==> src/hdfd_pkg.sv <==
package hdfd_pkg;

    localparam logic [7:0] HDR_MID = 8'd23;
    localparam logic [7:0] FTR_ESC = 8'd9;
    localparam logic [7:0] FTR_END = 8'd12;

    // One result word
    typedef struct packed {
        logic [7:0] data;
        logic       done;
        logic       last;
    } t_res;

    // Results caused by one input word: cnt of them, r0 first
    typedef struct packed {
        logic [1:0] cnt;
        t_res       r0;
        t_res       r1;
    } t_res_pair;

endpackage

==> src/header_footer_byte_deframer_unit.sv <==
// Results: a word's results are written into the result queue registers at the edge
//   that accepts it and leave on the master side in order, behind any results waiting.
// Throughput: one input word per cycle while each word yields at most one result and
//   the master side takes results; a word that yields two results drops tready in the
//   next cycle, and tready stays low while two or more results wait in the three-entry result queue.
// Reset (synchronous, active low): parser back to header hunt, result queue empty,
//   device id cleared to 0.
module header_footer_byte_deframer_unit (
    input  logic       i_clk,
    input  logic       i_rst_n,
    // configuration: device id
    input  logic       i_cfg_we,
    input  logic [7:0] i_cfg_wdata,
    // slave side
    input  logic       i_s_axis_tvalid,
    output logic       o_s_axis_tready,
    input  logic [7:0] i_s_axis_tdata,   // [7:0] rx_byte
    // master side
    output logic       o_m_axis_tvalid,
    input  logic       i_m_axis_tready,
    output logic [7:0] o_m_axis_tdata,   // [7:0] out_byte
    output logic       o_m_axis_tuser,   // [0] frame_done
    output logic       o_m_axis_tlast    // last_of_run
);

    logic [7:0]          r_dev_id;
    logic                w_accept;
    logic                w_room;
    hdfd_pkg::t_res_pair w_res;
    hdfd_pkg::t_res      w_head;

    // Hold the device id; the user must write it only while idle, the block does not enforce this
    always_ff @(posedge i_clk) begin
        if (!i_rst_n) begin
            r_dev_id <= 8'd0;
        end else if (i_cfg_we) begin
            r_dev_id <= i_cfg_wdata;
        end
    end

    // Take a word whenever the queue has room for the worst case of two results
    assign o_s_axis_tready = w_room;
    assign w_accept        = i_s_axis_tvalid && w_room;

    // Header hunt / payload / footer escape state machine
    hdfd_parse u_parse (
        .i_clk    (i_clk),
        .i_rst_n  (i_rst_n),
        .i_accept (w_accept),
        .i_byte   (i_s_axis_tdata),
        .i_dev_id (r_dev_id),
        .o_res    (w_res)
    );

    // Result registers: decouple master-side stalls from the input
    hdfd_outq u_outq (
        .i_clk   (i_clk),
        .i_rst_n (i_rst_n),
        .i_push  (w_accept),
        .i_res   (w_res),
        .o_room  (w_room),
        .o_valid (o_m_axis_tvalid),
        .i_ready (i_m_axis_tready),
        .o_head  (w_head)
    );

    assign o_m_axis_tdata = w_head.data;
    assign o_m_axis_tuser = w_head.done;
    assign o_m_axis_tlast = w_head.last;

    a_done_clean: assert property (@(posedge i_clk) disable iff (!i_rst_n)
        o_m_axis_tvalid && o_m_axis_tuser |-> o_m_axis_tdata == 8'd0 && o_m_axis_tlast)
        else $error("frame end result carries data or lacks last");

    a_pair_order: assert property (@(posedge i_clk) disable iff (!i_rst_n)
        w_accept && w_res.cnt == 2'd2 |-> !w_res.r0.last && w_res.r1.last
            && w_res.r0.data == hdfd_pkg::FTR_ESC)
        else $error("escaped pair out of order");

    a_no_third: assert property (@(posedge i_clk) disable iff (!i_rst_n)
        w_res.cnt != 2'd3)
        else $error("more than two results for one word");

endmodule

==> src/hdfd_parse.sv <==
module hdfd_parse (
    input  logic                 i_clk,
    input  logic                 i_rst_n,
    input  logic                 i_accept,
    input  logic [7:0]           i_byte,
    input  logic [7:0]           i_dev_id,
    output hdfd_pkg::t_res_pair  o_res
);

    typedef enum logic [2:0] {
        ST_HUNT = 3'd0,
        ST_ID   = 3'd1,
        ST_MID  = 3'd2,
        ST_DATA = 3'd3,
        ST_ESC  = 3'd4
    } t_state;

    t_state r_state;
    t_state n_state;
    logic   w_tail_ok;

    // 9-bit compare so that an id of 255 never completes the header
    assign w_tail_ok = ({1'b0, i_byte} == ({1'b0, i_dev_id} + 9'd1));

    always_comb begin
        n_state      = r_state;
        o_res.cnt    = 2'd0;
        o_res.r0     = '0;
        o_res.r1     = '0;
        unique case (r_state)
            ST_HUNT: begin
                if (i_byte == i_dev_id) begin
                    n_state = ST_ID;
                end
            end
            ST_ID: begin
                if (i_byte == hdfd_pkg::HDR_MID) begin
                    n_state = ST_MID;
                end else if (i_byte != i_dev_id) begin
                    n_state = ST_HUNT;
                end
            end
            ST_MID: begin
                n_state = w_tail_ok ? ST_DATA : ST_HUNT;
            end
            ST_DATA: begin
                if (i_byte == hdfd_pkg::FTR_ESC) begin
                    n_state = ST_ESC;
                end else begin
                    o_res.cnt = 2'd1;
                    o_res.r0  = '{data: i_byte, done: 1'b0, last: 1'b1};
                end
            end
            ST_ESC: begin
                if (i_byte == hdfd_pkg::FTR_END) begin
                    o_res.cnt = 2'd1;
                    o_res.r0  = '{data: 8'd0, done: 1'b1, last: 1'b1};
                    n_state   = ST_HUNT;
                end else if (i_byte == hdfd_pkg::FTR_ESC) begin
                    o_res.cnt = 2'd1;
                    o_res.r0  = '{data: hdfd_pkg::FTR_ESC, done: 1'b0, last: 1'b1};
                end else begin
                    o_res.cnt = 2'd2;
                    o_res.r0  = '{data: hdfd_pkg::FTR_ESC, done: 1'b0, last: 1'b0};
                    o_res.r1  = '{data: i_byte, done: 1'b0, last: 1'b1};
                    n_state   = ST_DATA;
                end
            end
            default: begin
                n_state = ST_HUNT;
            end
        endcase
    end

    always_ff @(posedge i_clk) begin
        if (!i_rst_n) begin
            r_state <= ST_HUNT;
        end else if (i_accept) begin
            r_state <= n_state;
        end
    end

endmodule

==> src/hdfd_outq.sv <==
module hdfd_outq (
    input  logic                 i_clk,
    input  logic                 i_rst_n,
    input  logic                 i_push,
    input  hdfd_pkg::t_res_pair  i_res,
    output logic                 o_room,
    output logic                 o_valid,
    input  logic                 i_ready,
    output hdfd_pkg::t_res       o_head
);

    hdfd_pkg::t_res r_q [3];
    hdfd_pkg::t_res n_q [3];
    logic [1:0]     r_cnt;
    logic [1:0]     n_cnt;
    logic           w_pop;
    logic [1:0]     w_base;
    logic [1:0]     w_add;

    assign w_pop   = (r_cnt != 2'd0) && i_ready;
    assign w_base  = r_cnt - {1'b0, w_pop};
    assign w_add   = i_push ? i_res.cnt : 2'd0;
    // Room for a two-result word, decided from registered count only
    assign o_room  = (r_cnt <= 2'd1);
    assign o_valid = (r_cnt != 2'd0);
    assign o_head  = r_q[0];

    always_comb begin
        for (int k = 0; k < 3; k++) begin
            // shift down on pop
            if (w_pop && k < 2) begin
                n_q[k] = r_q[k + 1];
            end else begin
                n_q[k] = r_q[k];
            end
            if (w_add != 2'd0 && w_base == 2'(k)) begin
                n_q[k] = i_res.r0;
            end
            if (w_add == 2'd2 && ({1'b0, w_base} + 3'd1) == 3'(k)) begin
                n_q[k] = i_res.r1;
            end
        end
        n_cnt = w_base + w_add;
    end

    always_ff @(posedge i_clk) begin
        if (!i_rst_n) begin
            r_cnt <= 2'd0;
        end else begin
            r_cnt <= n_cnt;
        end
        for (int k = 0; k < 3; k++) begin
            r_q[k] <= n_q[k];
        end
    end

    a_no_overflow: assert property (@(posedge i_clk) disable iff (!i_rst_n)
        i_push && i_res.cnt == 2'd2 |-> r_cnt <= 2'd1)
        else $error("result queue overflow");

endmodule
==> config.mk <==
export PLATFORM = sky130hd
export DESIGN_NAME = header_footer_byte_deframer_unit
export DESIGN_NICKNAME = d
export VERILOG_FILES = /design/src/hdfd_pkg.sv /design/src/header_footer_byte_deframer_unit.sv /design/src/hdfd_parse.sv /design/src/hdfd_outq.sv
export SDC_FILE = /design/constraint.sdc
export NUM_CORES = 1
export LEC_CHECK = 0
export CORE_ASPECT_RATIO = 0.7
export CORE_MARGIN = 4
export CORE_UTILIZATION = 45
export DETAILED_ROUTE_END_ITERATION = 6
export DONT_BUFFER_PORTS = 1
export GPL_TIMING_DRIVEN = 0
export HOLD_SLACK_MARGIN = 0.15
export PLACE_DENSITY_LB_ADDON = 0.2
export SYNTH_ARGS = -nofsm -noshare
export SYNTH_HDL_FRONTEND = slang
export SYNTH_SLANG_ARGS = --single-unit
==> constraint.sdc <==
create_clock -name i_clk -period 2.4 [get_ports i_clk]
set_input_delay 0.12 -clock i_clk [delete_from_list [all_inputs] [get_ports i_clk]]
set_output_delay 0.12 -clock i_clk [all_outputs]
set_load 0.005 [all_outputs]
==> results by group <==
Finish
  • Post-route cell area: 3010 sq um
  • Final #Nets: 309
  • Commonest non-fill, non-tap cell in the layout: edfxtp_1
  • N_diodes: 0
  • Layout cell share with drive strength beyond 1: 19.2%
  • Commonest non-fill, non-tap cells in the layout: 27 x edfxtp_1, 19 x nand2_1, 16 x nor2b_1, 16 x dlygate4sd3_1, 16 x dfxtp_1
  • Area grow syn2layout: 17.0%

Timing
  • Tcrit/Tclk final: 93.8%
  • Final hold slack: 175 ps
  • RSZ-0062 raised after global routing: yes
  • Final worst slack: 149 ps
  • Final Max Tran Viols: 0
  • Clk_skew: 3.56 ps
  • FMAX: 0.444 GHz
  • Hold Vio Cnt, Final: 0
  • Slew @ Worst Pin: 611 ps
  • Min Tclk post-route: 2250 ps
  • Setup violations, final: 0
  • Worst slew margin: 59.2%

Synth
  • Post-synth ARST share: 0%
  • Most used flip-flop cell after synthesis: edfxtp_1
  • Mean Syn Cell Area: 9.86 sq um
  • Top cells by area, synth: edfxtp_1 32%, dfxtp_1 12%, mux2i_1 4.3%
  • Yosys top cell area share: 31.5%
  • Number of synthesized flops with an enable pin: 27
  • Syn Nets: 285
  • Register area share after synthesis: 44.0%
  • Post-Syn Area: 2570 sq um
  • Count of different cell masters after synthesis: 56
  • Ys Warns: 0
  • Synth Register Bits: 43
  • Leading area contributor after synthesis: edfxtp_1
  • Gate Count Post-Synth: 261

Worst setup path
  • R2r startpoint: u_outq.r_cnt[1]
  • Max Fanout on Critical Path: 7
  • Worst path slowest cell: dfxtp_1
  • Worst Setup End Kind: flop
  • Critical Path Source Type: flop
  • Critical-path cell list: inv_2 > nand2_2 > nand2_4 > inv_1 > ha_1 > inv_1 > nor3_4 > nand2_2 > and2_4 > buf_6 > a22o_2
  • WP buf/inv: 4
  • CP top delay family: simple AND/OR/NAND/NOR gates
  • Crit path from: u_outq.r_cnt[1]
  • Worst Path Required: 2460 ps
  • CP Data Arrival Time: 2310 ps
  • CP peak stage delay: 350 ps
  • Critical path class: flop to flop

Clock tree
  • Clock Latency Late Sink: 300 ps
  • Clk slew on worst S/H paths: 80 ps
  • Clock sinks: 43
  • Clk root buf: clkbuf_8
  • Clock buffer count from CTS: 5
  • CTS tree: yes
  • H-tree levels: 2
  • Max clock buf depth: 2

Placement
  • Placed Area: 2670 sq um
  • Port bufs: 0
  • Detailed Place HPWL: 4280 microns
  • Pre-CTS setup slack: -412 ps
  • GPL Wtd Cong: 0.837

Power and ir drop
  • Leakage power: 1.09 nW
  • Worst vdd ir: 0.242 mV
  • Design Power: 1.83 mW
  • PwrDens: 608 nW/um^2

Global route
  • First-pass GRT wire length: 9920 microns
  • Vias in the first global route: 1929
  • GRT overflow: 0
  • Largest net degree at the start of global routing: 14
  • All-layer global routing usage: 17.6%
  • Antenna violations before repair: 0

Floorplanning
  • Initial core utilization: 47.7%
  • Die width: 98.4 microns
  • Die area: 7010 sq um
  • Row cnt: 22
  • IO Count: 33
  • Die height: 71.3 microns
  • Core area: 5400 sq um

Min path
  • Hold Crit Class: primary input to flop
  • Hold Crit Start: i_s_axis_tdata[1]

Routing
  • Via count: 2001
  • Via density: 5.59
  • Final WL: 5890 microns
  • DR WL/cell: 16.4 microns
  • Antenna Nets Post-Route: 0
  • Remaining DRCs: 0
  • DRT Pass-1 Iters: 4
  • Initial DRC count: 119

Job
  • Max Cap Viol: 0

Status
  • Status: completed
==> cell usage after synthesis (all sizes together) (3+ instances only) <==
cell type,number
nor4,3
nand3b,3
and2,7
a31oi,3
mux2i,11
o2111ai,4
nor2,12
dfxtp,16
a22o,9
clkbuf,5
nand3,7
xnor2,10
a21oi,10
nor2b,16
edfxtp,27
o31ai,3
ha,3
nand2b,4
o21ai,18
or3,3
buf,17
nand4,3
nor3,8
inv,9
nand2,24
==> cell families (layout without fill, tap and decap cells) <==
kind of cell	count (synthesis)	count (layout)	synth area share, %
XOR/XNOR	12	12	4.09
buffers and inverters	31	56	6.91
flip-flops	43	43	44.0
AND/OR/NAND/NOR	100	100	21.6
multiplexers	12	12	4.72
adder cells (fa/ha/maj)	3	3	1.46
AO/OA/AOI/OAI	60	60	17.3
==> layout make-up <==
type / instances / area (sq um)
tap: 72 / 90.1
timing repair buffer: 18 / 175
sequential: 43 / 1130
inverter: 9 / 33.8
clock inverter: 2 / 60.1
clock buffer: 6 / 72.6
fill: 512 / 2380
buffer: 21 / 141
multi-input combinational: 187 / 1310
==> registers in the layout (all words and copies together), names as in the netlist <==
name / cells
r_dev_id: 8
u_parse.r_state: 3
u_outq.r_cnt: 2
u_outq.r_q: 30
==> power breakdown <==
part	total (mW)	switching, mW	internal [mW]	leakage (nW)
clock network	0.660	0.245	0.416	0.0654
registers	0.868	0.0270	0.841	0.376
logic	0.300	0.165	0.135	0.652
total	1.83	0.436	1.39	1.09
==> repair_timing <==
action	in CTS	in global routing
gates resized for setup	9	5
cloned	0	0
endpoints found under the hold margin	25	0
pin swaps	1	3
hold buffers	16	0
setup endpoints to repair	40	35
buffers inserted	1	1
==> final timing paths <==
check                           end  slack (ps)  cells past startpoint
setup / recovery  u_outq.r_q[0][14]         150                     11
hold / removal    u_outq.r_q[0][13]         180                      2
setup reg to reg  u_outq.r_q[0][14]         150                     11
hold reg to reg   u_outq.r_q[0][21]         490                      2
==> stage by stage <==
stage | std cells | setup TNS, ps | util, %
after floorplan | 261 | 0 | -
after global placement | 333 | -7980 | 49.4
after detailed placement | 333 | -9530 | 49.4
after CTS | 358 | 0 | 55.6
after global routing | 358 | -23.3 | 55.8
final | 358 | 0 | 55.8
==> routing by layer <==
metal / global-route usage, % / vias up / wire (microns)
met4: 4.39 / 0 / 54
met5: 0 / - / 0
met2: 26.7 / 54 / 2550
met3: 4.18 / 6 / 321
met1: 25.6 / 949 / 2960
li1: - / 992 / -
Power figures use the tool's default switching activity.
